<file path="src/hw/rtl/assert_macros.svh">
// Assertion macros shared by the fade block's RTL files.
// Relies on i_clk and i_rst_n being in scope where a macro is used.
`ifndef ASSERT_MACROS_SVH
`define ASSERT_MACROS_SVH

// Property checked on every clock edge outside reset.
`define LCF_ASSERT(label, prop, msg) \
    label: assert property (@(posedge i_clk) disable iff (!i_rst_n) prop) \
        else $error(msg);

// Condition in one cycle implies a consequence in the next.
`define LCF_ASSERT_NEXT(label, ante, cons, msg) \
    label: assert property (@(posedge i_clk) disable iff (!i_rst_n) (ante) |=> (cons)) \
        else $error(msg);

`endif

</file>
<file path="src/hw/rtl/lcf_pkg.sv">
// Shared types and constants for the cubic fade LED driver.
// No dependencies; used by lcf_ctrl, lcf_datapath and led_cubic_fade_pwm.
`timescale 1ns / 1ps
`default_nettype none

package lcf_pkg;

    localparam int STEP_BITS_DEF   = 16;
    localparam int PERIOD_BITS_DEF = 12;

    localparam logic [31:0] PWM_PERIOD_RESET = 32'd1000;

    // stream payload widths
    localparam int KIND_W        = 3;
    localparam int STEP_FIELD_W  = 16;
    localparam int IN_TDATA_W    = 24;
    localparam int OUT_TDATA_W   = 8;
    localparam int APB_DATA_W    = 32;
    localparam int APB_ADDR_W    = 3;

    // register index, taken from paddr[2]
    localparam logic REG_PWM_PERIOD = 1'b0;

    typedef enum logic [KIND_W-1:0] {
        KIND_TICK   = 3'd0,
        KIND_START  = 3'd1,
        KIND_SET    = 3'd2,
        KIND_CLEAR  = 3'd3,
        KIND_TOGGLE = 3'd4
    } t_kind;

    // controller -> datapath
    typedef struct packed {
        logic exec;
        logic sqr;
        logic cube;
        logic mul;
        logic div;
        logic load;
    } t_dp_cmd;

    // datapath -> controller
    typedef struct packed {
        logic need_calc;
        logic cnt_zero;
    } t_dp_stat;

    typedef struct packed {
        logic last;
        logic busy;
        logic led;
    } t_result;

endpackage

`default_nettype wire

</file>
<file path="src/hw/rtl/led_cubic_fade_pwm.sv">
// LED driver with a cubic-eased PWM fade, top level: APB register, stream ports, result register.
// Depends on lcf_pkg, lcf_ctrl, lcf_datapath and assert_macros.svh.
//
// Each request on the input stream gives exactly one result on the output stream.
// Kinds (tuser): tick, start fade, set, clear, toggle. A start loads a fade of
// N steps; step i has on time floor(period * i^3 / N^3) (fade-in) or period
// minus that (fade-out), and lasts pwm_period ticks. While a fade runs only ticks
// do anything; the tick that ends the last step clears the LED and carries tlast.
// A start with N = 0 returns tlast at once and leaves the LED alone.
// A tick that closes a step but not the fade is followed by a gap in which no
// request is taken: a squaring step and a cubing step, then a shift-add multiply
// and a restoring divide that each retire one bit of the period per cycle.
// The period is latched on that tick, so register writes during the gap
// do not disturb it.
// A result waits in an output register; the next request is taken as long as that
// register is empty or being emptied in the same cycle.
// Register map: pwm_period at byte address 0 (reset 1000, low PERIOD_BITS used).
// New period values act at once on the step length; the on time follows at the
// next step boundary.
`timescale 1ns / 1ps
`default_nettype none
`include "assert_macros.svh"

module led_cubic_fade_pwm #(
    parameter int STEP_BITS   = lcf_pkg::STEP_BITS_DEF,
    parameter int PERIOD_BITS = lcf_pkg::PERIOD_BITS_DEF
) (
    input  wire                               i_clk,
    input  wire                               i_rst_n,
    // input stream
    input  wire                               s_axis_tvalid,
    output logic                              s_axis_tready,
    input  wire [lcf_pkg::IN_TDATA_W-1:0]     s_axis_tdata,  // [0] fade_out, [16:1] fade_steps
    input  wire [lcf_pkg::KIND_W-1:0]         s_axis_tuser,  // [2:0] kind
    // result stream
    output logic                              m_axis_tvalid,
    input  wire                               m_axis_tready,
    output logic [lcf_pkg::OUT_TDATA_W-1:0]   m_axis_tdata,  // [0] led_on, [1] busy_res
    output logic                              m_axis_tlast,  // last
    // configuration
    input  wire                               psel,
    input  wire                               penable,
    input  wire                               pwrite,
    input  wire [lcf_pkg::APB_ADDR_W-1:0]     paddr,
    input  wire [lcf_pkg::APB_DATA_W-1:0]     pwdata,
    output logic [lcf_pkg::APB_DATA_W-1:0]    prdata,
    output logic                              pready
);
    import lcf_pkg::*;

    logic [PERIOD_BITS-1:0] r_pwm_period;
    t_result                r_out;
    logic                   r_out_valid;

    t_dp_cmd  dp_cmd;
    t_dp_stat dp_stat;
    t_result  dp_res;
    logic     run;
    logic     accept;
    logic     reg_hit;

    // ---- configuration port ----
    assign pready  = 1'b1;
    assign reg_hit = (paddr[2] == REG_PWM_PERIOD);

    always_ff @(posedge i_clk) begin
        if (!i_rst_n) begin
            r_pwm_period <= PWM_PERIOD_RESET[PERIOD_BITS-1:0];
        end else if (psel && penable && pwrite && pready && reg_hit) begin
            r_pwm_period <= pwdata[PERIOD_BITS-1:0];
        end
    end

    assign prdata = reg_hit ? APB_DATA_W'(r_pwm_period) : '0;

    // ---- request handshake ----
    // take a request when out of reset, the sequencer is free and the result slot will be free
    assign s_axis_tready = i_rst_n && run && (!r_out_valid || m_axis_tready);
    assign accept        = s_axis_tvalid && s_axis_tready;

    lcf_ctrl u_ctrl (
        .i_clk    (i_clk),
        .i_rst_n  (i_rst_n),
        .i_accept (accept),
        .i_stat   (dp_stat),
        .o_cmd    (dp_cmd),
        .o_run    (run)
    );

    lcf_datapath #(
        .STEP_BITS   (STEP_BITS),
        .PERIOD_BITS (PERIOD_BITS)
    ) u_datapath (
        .i_clk      (i_clk),
        .i_rst_n    (i_rst_n),
        .i_cmd      (dp_cmd),
        .i_kind     (t_kind'(s_axis_tuser)),
        .i_fade_out (s_axis_tdata[0]),
        .i_steps    (s_axis_tdata[STEP_BITS:1]),
        .i_period   (r_pwm_period),
        .o_stat     (dp_stat),
        .o_res      (dp_res)
    );

    // ---- result register ----
    always_ff @(posedge i_clk) begin
        if (!i_rst_n) begin
            r_out_valid <= 1'b0;
        end else if (accept) begin
            r_out_valid <= 1'b1;
        end else if (m_axis_tready) begin
            r_out_valid <= 1'b0;
        end
    end

    always_ff @(posedge i_clk) begin
        if (accept) begin
            r_out <= dp_res;
        end
    end

    assign m_axis_tvalid = r_out_valid;
    assign m_axis_tdata  = {{(OUT_TDATA_W - 2){1'b0}}, r_out.busy, r_out.led};
    assign m_axis_tlast  = r_out.last;

    `LCF_ASSERT(a_last_not_busy,
        (r_out_valid && r_out.last) |-> !r_out.busy,
        "fade end reported while still busy")
    `LCF_ASSERT(a_no_take_while_calc,
        accept |-> !(dp_cmd.sqr || dp_cmd.mul || dp_cmd.div),
        "request taken during step calculation")

endmodule

`default_nettype wire

</file>
<file path="src/hw/rtl/lcf_ctrl.sv">
// Sequencer for the fade block: request execution and the eased on-time calculation.
// Depends on lcf_pkg and assert_macros.svh.
`timescale 1ns / 1ps
`default_nettype none
`include "assert_macros.svh"

module lcf_ctrl (
    input  wire               i_clk,
    input  wire               i_rst_n,
    input  wire               i_accept,
    input  lcf_pkg::t_dp_stat i_stat,
    output lcf_pkg::t_dp_cmd  o_cmd,
    output logic              o_run
);
    import lcf_pkg::*;

    typedef enum logic [5:0] {
        ST_RUN  = 6'b000001,
        ST_SQR  = 6'b000010,
        ST_CUBE = 6'b000100,
        ST_MUL  = 6'b001000,
        ST_DIV  = 6'b010000,
        ST_LOAD = 6'b100000
    } t_ctrl_state;

    t_ctrl_state r_state, n_state;

    always_comb begin
        n_state = r_state;
        o_cmd   = '0;
        unique case (r_state)
            ST_RUN: begin
                o_cmd.exec = i_accept;
                if (i_accept && i_stat.need_calc) begin
                    n_state = ST_SQR;
                end
            end
            ST_SQR: begin
                o_cmd.sqr = 1'b1;
                n_state   = ST_CUBE;
            end
            ST_CUBE: begin
                o_cmd.cube = 1'b1;
                n_state    = ST_MUL;
            end
            ST_MUL: begin
                o_cmd.mul = 1'b1;
                if (i_stat.cnt_zero) begin
                    n_state = ST_DIV;
                end
            end
            ST_DIV: begin
                o_cmd.div = 1'b1;
                if (i_stat.cnt_zero) begin
                    n_state = ST_LOAD;
                end
            end
            ST_LOAD: begin
                o_cmd.load = 1'b1;
                n_state    = ST_RUN;
            end
            default: begin
                n_state = ST_RUN;
            end
        endcase
    end

    always_ff @(posedge i_clk) begin
        if (!i_rst_n) begin
            r_state <= ST_RUN;
        end else begin
            r_state <= n_state;
        end
    end

    assign o_run = (r_state == ST_RUN);

    `LCF_ASSERT_NEXT(a_div_ends_in_load, (r_state == ST_DIV) && i_stat.cnt_zero, r_state == ST_LOAD, "divide did not hand over to load")
    `LCF_ASSERT_NEXT(a_calc_follows_boundary, i_accept && i_stat.need_calc, r_state == ST_SQR, "step boundary did not start calculation")

endmodule

`default_nettype wire

</file>
<file path="src/hw/rtl/lcf_datapath.sv">
// Fade state, PWM phase logic and the shift-add multiply / restoring divide
// that give floor(period * i^3 / N^3). Depends on lcf_pkg and assert_macros.svh.
`timescale 1ns / 1ps
`default_nettype none
`include "assert_macros.svh"

module lcf_datapath #(
    parameter int STEP_BITS   = lcf_pkg::STEP_BITS_DEF,
    parameter int PERIOD_BITS = lcf_pkg::PERIOD_BITS_DEF
) (
    input  wire                   i_clk,
    input  wire                   i_rst_n,
    input  lcf_pkg::t_dp_cmd      i_cmd,
    input  lcf_pkg::t_kind        i_kind,
    input  wire                   i_fade_out,
    input  wire [STEP_BITS-1:0]   i_steps,
    input  wire [PERIOD_BITS-1:0] i_period,
    output lcf_pkg::t_dp_stat     o_stat,
    output lcf_pkg::t_result      o_res
);
    import lcf_pkg::*;

    localparam int SQ_W   = 2 * STEP_BITS;
    localparam int CUBE_W = 3 * STEP_BITS;
    localparam int NUM_W  = PERIOD_BITS + CUBE_W;
    localparam int CNT_W  = $clog2(PERIOD_BITS);
    localparam logic [CNT_W-1:0] CNT_LAST = CNT_W'(PERIOD_BITS - 1);

    // fade state
    logic                   r_led, n_led;
    logic                   r_fading, n_fading;
    logic                   r_dir, n_dir;
    logic [STEP_BITS-1:0]   r_total, n_total;
    logic [STEP_BITS-1:0]   r_step, n_step;
    logic [PERIOD_BITS-1:0] r_phase, n_phase;
    logic [PERIOD_BITS-1:0] r_on, n_on;
    logic [PERIOD_BITS-1:0] r_per_l, n_per_l;
    logic                   n_last;
    logic                   n_need_calc;

    // calculation registers
    logic [SQ_W-1:0]        r_sq_i, r_sq_n;
    logic [CUBE_W-1:0]      r_cube_i, r_cube_n;
    logic [NUM_W-1:0]       r_num;
    logic [NUM_W-1:0]       r_den;
    logic [PERIOD_BITS-1:0] r_quo;
    logic [CNT_W-1:0]       r_cnt;

    logic [PERIOD_BITS:0]   phase_inc;
    logic [STEP_BITS-1:0]   step_inc;
    logic [NUM_W-1:0]       mul_add;

    assign phase_inc = {1'b0, r_phase} + (PERIOD_BITS + 1)'(1);
    assign step_inc  = r_step + STEP_BITS'(1);

    always_comb begin
        n_led       = r_led;
        n_fading    = r_fading;
        n_dir       = r_dir;
        n_total     = r_total;
        n_step      = r_step;
        n_phase     = r_phase;
        n_on        = r_on;
        n_per_l     = r_per_l;
        n_last      = 1'b0;
        n_need_calc = 1'b0;
        if (i_cmd.exec) begin
            if (r_fading) begin
                if (i_kind == KIND_TICK) begin
                    n_led = (r_phase < r_on);
                    if (phase_inc >= {1'b0, i_period}) begin
                        n_phase = '0;
                        n_step  = step_inc;
                        if (step_inc >= r_total) begin
                            n_fading = 1'b0;
                            n_led    = 1'b0;
                            n_last   = 1'b1;
                        end else begin
                            // on time of the new step is worked out after this request
                            n_need_calc = 1'b1;
                            n_per_l     = i_period;
                        end
                    end else begin
                        n_phase = phase_inc[PERIOD_BITS-1:0];
                    end
                end
            end else begin
                unique case (i_kind)
                    KIND_START: begin
                        if (i_steps == '0) begin
                            n_last = 1'b1;
                        end else begin
                            n_fading = 1'b1;
                            n_dir    = i_fade_out;
                            n_total  = i_steps;
                            n_step   = '0;
                            n_phase  = '0;
                            // step zero: cube term is zero
                            n_on     = i_fade_out ? i_period : '0;
                        end
                    end
                    KIND_SET:    n_led = 1'b1;
                    KIND_CLEAR:  n_led = 1'b0;
                    KIND_TOGGLE: n_led = ~r_led;
                    default: begin
                    end
                endcase
            end
        end
        if (i_cmd.load) begin
            n_on = r_dir ? (r_per_l - r_quo) : r_quo;
        end
    end

    always_ff @(posedge i_clk) begin
        if (!i_rst_n) begin
            r_led    <= 1'b0;
            r_fading <= 1'b0;
            r_dir    <= 1'b0;
            r_total  <= '0;
            r_step   <= '0;
            r_phase  <= '0;
            r_on     <= '0;
            r_per_l  <= '0;
        end else begin
            r_led    <= n_led;
            r_fading <= n_fading;
            r_dir    <= n_dir;
            r_total  <= n_total;
            r_step   <= n_step;
            r_phase  <= n_phase;
            r_on     <= n_on;
            r_per_l  <= n_per_l;
        end
    end

    // MSB-first shift-add of period * i^3
    assign mul_add = r_per_l[r_cnt] ? NUM_W'(r_cube_i) : '0;

    always_ff @(posedge i_clk) begin
        if (i_cmd.sqr) begin
            r_sq_i <= SQ_W'(r_step) * SQ_W'(r_step);
            r_sq_n <= SQ_W'(r_total) * SQ_W'(r_total);
        end
        if (i_cmd.cube) begin
            r_cube_i <= CUBE_W'(r_sq_i) * CUBE_W'(r_step);
            r_cube_n <= CUBE_W'(r_sq_n) * CUBE_W'(r_total);
            r_num    <= '0;
            r_cnt    <= CNT_LAST;
        end
        if (i_cmd.mul) begin
            r_num <= {r_num[NUM_W-2:0], 1'b0} + mul_add;
            r_den <= NUM_W'(r_cube_n) << (PERIOD_BITS - 1);
            r_cnt <= (r_cnt == '0) ? CNT_LAST : r_cnt - CNT_W'(1);
        end
        if (i_cmd.div) begin
            // quotient fits PERIOD_BITS since i < N
            if (r_num >= r_den) begin
                r_num <= r_num - r_den;
                r_quo <= {r_quo[PERIOD_BITS-2:0], 1'b1};
            end else begin
                r_quo <= {r_quo[PERIOD_BITS-2:0], 1'b0};
            end
            r_den <= r_den >> 1;
            r_cnt <= r_cnt - CNT_W'(1);
        end
    end

    assign o_stat.need_calc = n_need_calc;
    assign o_stat.cnt_zero  = (r_cnt == '0);

    assign o_res.led  = n_led;
    assign o_res.busy = n_fading;
    assign o_res.last = n_last;

    `LCF_ASSERT(a_step_in_range, r_fading |-> (r_step < r_total), "step index reached step count while fading")
    `LCF_ASSERT(a_quo_below_period, i_cmd.load |-> ((r_quo < r_per_l) || (r_per_l == '0)), "eased on time not below period")

endmodule

`default_nettype wire
</file>
<file path="config.mk">
export PLATFORM = sky130hd
export DESIGN_NAME = led_cubic_fade_pwm
export DESIGN_NICKNAME = d
export VERILOG_FILES = /design/src/hw/rtl/lcf_pkg.sv /design/src/hw/rtl/led_cubic_fade_pwm.sv /design/src/hw/rtl/lcf_ctrl.sv /design/src/hw/rtl/lcf_datapath.sv
export VERILOG_INCLUDE_DIRS = /design/src /design/src/hw/rtl
export SDC_FILE = /design/constraint.sdc
export NUM_CORES = 2
export LEC_CHECK = 0
export BUFFER_PORTS_ARGS = -buffer_cell sky130_fd_sc_hd__buf_2
export CAP_MARGIN = 40
export CORE_ASPECT_RATIO = 0.7
export CORE_MARGIN = 2
export CORE_UTILIZATION = 55
export CTS_BUF_LIST = sky130_fd_sc_hd__clkbuf_2
export DETAILED_ROUTE_END_ITERATION = 12
export GPL_TIMING_DRIVEN = 0
export PLACE_DENSITY = 0.71
export SKIP_CTS_REPAIR_TIMING = 1
export SLEW_MARGIN = 20
export SYNTH_ARGS = -nofsm -noshare
export SYNTH_HDL_FRONTEND = slang
export SYNTH_SLANG_ARGS = --single-unit
</file>
<file path="constraint.sdc">
create_clock -name i_clk -period 9.1 [get_ports i_clk]
set_input_delay 0.91 -clock i_clk [delete_from_list [all_inputs] [get_ports i_clk]]
set_output_delay 0.91 -clock i_clk [all_outputs]
set_load 0.1 [all_outputs]
</file>
==> flow_summary_export.csv <==
group,metric,value,unit
critical_path,r2r-start,"u_datapath.r_total[2]$_SDFFE_PN0P_",
power_and_ir_drop,powerDensity,47.25,nW/µm²
clock_network,insertion_delay,1.44,ns
drt,drt-initial-drc-count,6057,
logic_synthesis,synth.area.mux_share,0.002215,
floorplan,die_w,425.4,µm
timing,relSlewSlack,0.3329,
drt,routed_wl,211.6,mm
timing,max_freq,112.3,MHz
critical_path,crit_type,"reg -> reg",
logic_synthesis,yosys.area_share.simple,0.1522,
timing,rsz0062_at_grt,"false",
global_routing,grt_remaining_overflow,0,
finish,mostFrequentLayoutCell,"inv_1",
critical_path,cp_common_cell,"fa_1",
critical_path,rr_worst_depth,24,
power_and_ir_drop,power.switching,0.001055,W
critical_path,critPathRequiredTime,10.20,ns
drt,drc,0,
drt,ant_nets,0,
timing,period_minus_slack,8.906,ns
power_and_ir_drop,seqPwrFrac,0.534,
logic_synthesis,synthAdderAreaFrac,0.4473,
run,max-cap-violations,0,
power_and_ir_drop,power_switching_share,0.3055,
critical_path,cp-start-kind,"flip-flop",
critical_path,crit_slowest_cell,"clkbuf_1",
timing,setup_violations,0,
clock_network,path_clk_slew,0.11,ns
timing,skew,0.1631,ns
clock_network,htreeDepth,3,
finish,nNetsFinal,9765,
critical_path,cp.depth,24,
critical_path,startpoint,"u_datapath.r_total[2]$_SDFFE_PN0P_",
logic_synthesis,yosys.area.top_type_share,0.3377,
placed_design,place_inst,9433,
finish,stdcell_count,9684,
logic_synthesis,synthTopCellsByArea,"fa_1 (34%), ha_1 (11%), edfxtp_1 (10%)",
power_and_ir_drop,ir_worst_vdd,0.09518,mV
timing,fin_setup_tns,0,ns
floorplan,io_pins,113,
critical_path,critPathMaxFanout,10,
timing,min_period_over_period,0.9787,
drt,vias,55460,
global_routing,grt_antenna_before_repair,9,
timing,final_max_slew_viol_count,0,
power_and_ir_drop,p_leak,36.01,nW
global_routing,track_usage,0.3383,
drt,first_pass_iters,7,
clock_network,clk_path_buf_depth,3,
finish,fillerInstances,10930,
finish,drive_gt1_frac,0.04797,
clock_network,cts_tree,"yes",
power_and_ir_drop,clkPwrFrac,0.397,
global_routing,grt_pass1_vias,55500,
logic_synthesis,synth_edf_count,236,
logic_synthesis,synth_area_per_cell,8.952,µm²
drt,vias_per_cell,5.727,
floorplan,core,123600,µm²
critical_path,endpoint_kind,"flip-flop",
logic_synthesis,synth_top_family_by_area,"adder cells",
logic_synthesis,synth_compound_area_frac,0.1060,
floorplan,dieHeight,299.0,µm
finish,final_cell_mix,"inv_1 (1509), fa_1 (1153), nand2_1 (996)",
logic_synthesis,yosysWarnings,0,
critical_path,r2r_setup_slack,0.19,ns
global_routing,grt.busiest_layer,"met1",
logic_synthesis,synth_cells,7636,
critical_path,crit_buf_inv,5,
logic_synthesis,synth_top_cell_by_area,"fa_1",
global_routing,grt_max_degree,55,
timing,hold_violations,0,
critical_path,timing.rr.end,"u_datapath.r_sq_n[30]$_DFFE_PP_",
min_path,hp-class,"in -> reg",
critical_path,max_stage_delay,0.71,ns
critical_path,cp_top_family,"adder cells",
drt,wire_per_inst,21.86,µm
critical_path,crit_end,"u_datapath.r_sq_n[30]$_DFFE_PP_",
status,status,"completed",
floorplan,start_util,0.5529,
global_routing,globalRouteMet3Util,0.1241,
logic_synthesis,synthXorXnorAreaFrac,0.03857,
placed_design,dpl.hpwl,175.4,mm
logic_synthesis,yosysSeqAreaShare,0.1476,
finish,multi_input_area,51200,µm²
critical_path,crit_chain,"clkbuf_1 -> clkbuf_1 -> nand2_1 -> fa_1 -> inv_1 -> fa_1 -> fa_1 -> inv_1 -> fa_1 -> fa_1 -> fa_1 -> inv_1 -> ha_1 -> a21o_1 -> or2_2 -> a2111oi_1 -> o21bai_1 -> a41o_1 -> o41a_1 -> a41oi_2 -> and2b_1 -> o21bai_1 -> a41oi_1 -> xnor2_1",
logic_synthesis,synthArstFlopShare,0,
logic_synthesis,synth-seq-cells,386,
clock_network,cts_sinks,386,
global_routing,use_met1,0.5189,
power_and_ir_drop,p_int,0.002398,W
timing,tightest_slew,1.001,ns
floorplan,fp.dieArea,127200,µm²
finish,area_growth,6.884,%
floorplan,placementRows,108,
placed_design,gp_congestion,1.016,
power_and_ir_drop,comb_power_share,0.069,
logic_synthesis,netlist_area,68360,µm²
logic_synthesis,synth-main-ff-cell,"edfxtp_1",
finish,seq_area,10090,µm²
clock_network,cts_buffers,104,
logic_synthesis,synth_cell_types,92,
critical_path,crit_arrival,10.01,ns
placed_design,io_buffer_count,55,
clock_network,cts-root-buf,"clkbuf_2",
global_routing,use_met2,0.4483,
global_routing,grt_pass1_wl,327.2,mm
-- registers in the layout (all words and copies together) (netlist names) --
signal / flops
m_axis_tdata: 2
m_axis_tlast: 1
m_axis_tvalid: 1
r_pwm_period: 12
u_ctrl.r_state: 6
u_datapath.r_cnt: 4
u_datapath.r_cube_i: 48
u_datapath.r_cube_n: 48
u_datapath.r_den: 59
u_datapath.r_dir: 1
u_datapath.r_fading: 1
u_datapath.r_led: 1
u_datapath.r_num: 60
u_datapath.r_on: 12
u_datapath.r_per_l: 12
u_datapath.r_phase: 12
u_datapath.r_quo: 12
u_datapath.r_sq_i: 31
u_datapath.r_sq_n: 31
u_datapath.r_step: 16
u_datapath.r_total: 16
-- power groups by stage --
stage	logic (W)	registers, W	clock network, W
after global routing	0.000252	0.00184	0.00148
after floorplan	0.000155	0.00189	0
after global placement	0.000216	0.00188	0
final	0.000239	0.00184	0.00137
after detailed placement	0.000221	0.00188	0
after CTS	0.000221	0.00184	0.00139
-- metal layers --
| layer | vias to the layer above | part of all wire |
|---|---|---|
| li1 | 24610 | - |
| met1 | 27370 | 0.45 |
| met2 | 3050 | 0.38 |
| met3 | 421 | 0.14 |
| met4 | 10 | 0.025 |
| met5 | - | 0.00035 |
-- logic make-up after synthesis --
logic type,after synthesis
AOI/OAI and AO/OA,1110
DFF,386
muxes,11
adders and majority gates,1752
other,2
and+or+nand+nor,2174
buffers and inverters,1900
xor gates and xnor gates,301
-- worst register-to-register path, cell delays in order (launching register included) --
cell and delay (ns):
dfxtp_1 0.32, clkbuf_1 0.53, clkbuf_1 0.71, nand2_1 0.25, fa_1 0.56, inv_1 0.05, fa_1 0.49, fa_1 0.51
inv_1 0.05, fa_1 0.56, fa_1 0.46, fa_1 0.50, inv_1 0.04, ha_1 0.38, a21o_1 0.23, or2_2 0.32
a2111oi_1 0.71, o21bai_1 0.34, a41o_1 0.36, o41a_1 0.36, a41oi_2 0.24, and2b_1 0.18, o21bai_1 0.08, a41oi_1 0.26
xnor2_1 0.09
-- final cells by class --
type                    count  share of cell area
flip-flops and latches    386              0.1381
inverters                1522             0.07819
repair buffers            161             0.02007
well taps                1650             0.02826
diodes                      8           0.0002740
plain buffers             378             0.02103
multi-input cells        5391              0.7007
clock inverters            37            0.003031
clock buffers             151             0.01034
-- cells in the mapped netlist, drive strengths merged (6+ instances only) --
cell and number:
a2111oi 6, a211o 8, a211oi 24, a21boi 49, a21o 168, a21oi 332
a221o 9, a221oi 52, a22oi 6, a31o 6, a31oi 38, a41o 6
and2 545, and3 42, and4 10, buf 52, clkbuf 326, clkinv 9
dfxtp 150, edfxtp 236, fa 1153, ha 599, inv 1513, nand2 997
nand2b 36, nand3 84, nand3b 8, nand4 46, nor2 270, nor2b 39
nor3 31, nor4 16, o2111ai 6, o211ai 33, o21a 33, o21ai 216
o21bai 39, o221ai 6, o31a 13, o31ai 13, or2 12, or3 11
xnor2 189, xor2 112
-- worst min path at each step --
stage	startpoint	cells past startpoint	endpoint	slack, ns
after floorplan	u_datapath.r_quo[2]$_DFFE_PP_	0	u_datapath.r_quo[3]$_DFFE_PP_	0.43
after global placement	u_datapath.r_quo[2]$_DFFE_PP_	0	u_datapath.r_quo[3]$_DFFE_PP_	0.46
after detailed placement	u_datapath.r_quo[3]$_DFFE_PP_	0	u_datapath.r_quo[4]$_DFFE_PP_	0.44
after CTS	pwdata[6]	3	r_pwm_period[6]$_SDFFE_PN1P_	-0.40
after global routing	s_axis_tuser[1]	3	m_axis_tlast$_SDFFCE_PN0P_	-0.02
final	s_axis_tuser[1]	3	m_axis_tlast$_SDFFCE_PN0P_	0.05
-- stage by stage --
stage | hold WS (ns) | area [µm²] | worst slack (ns) | utilization | power (W)
floorplan | 0.4264 | 68510 | 2.291 | - | 0.002041
global placement | 0.4589 | 70850 | 0.1037 | 0.5730 | 0.002098
detailed placement | 0.4407 | 71500 | 0.5360 | 0.5783 | 0.002103
CTS | -0.3968 | 72480 | 0.4852 | 0.5862 | 0.003450
global route | -0.02213 | 73060 | 0.02213 | 0.5909 | 0.003577
finish | 0.05154 | 73070 | 0.1941 | 0.5909 | 0.003453
(Power assumes the default switching activity.)
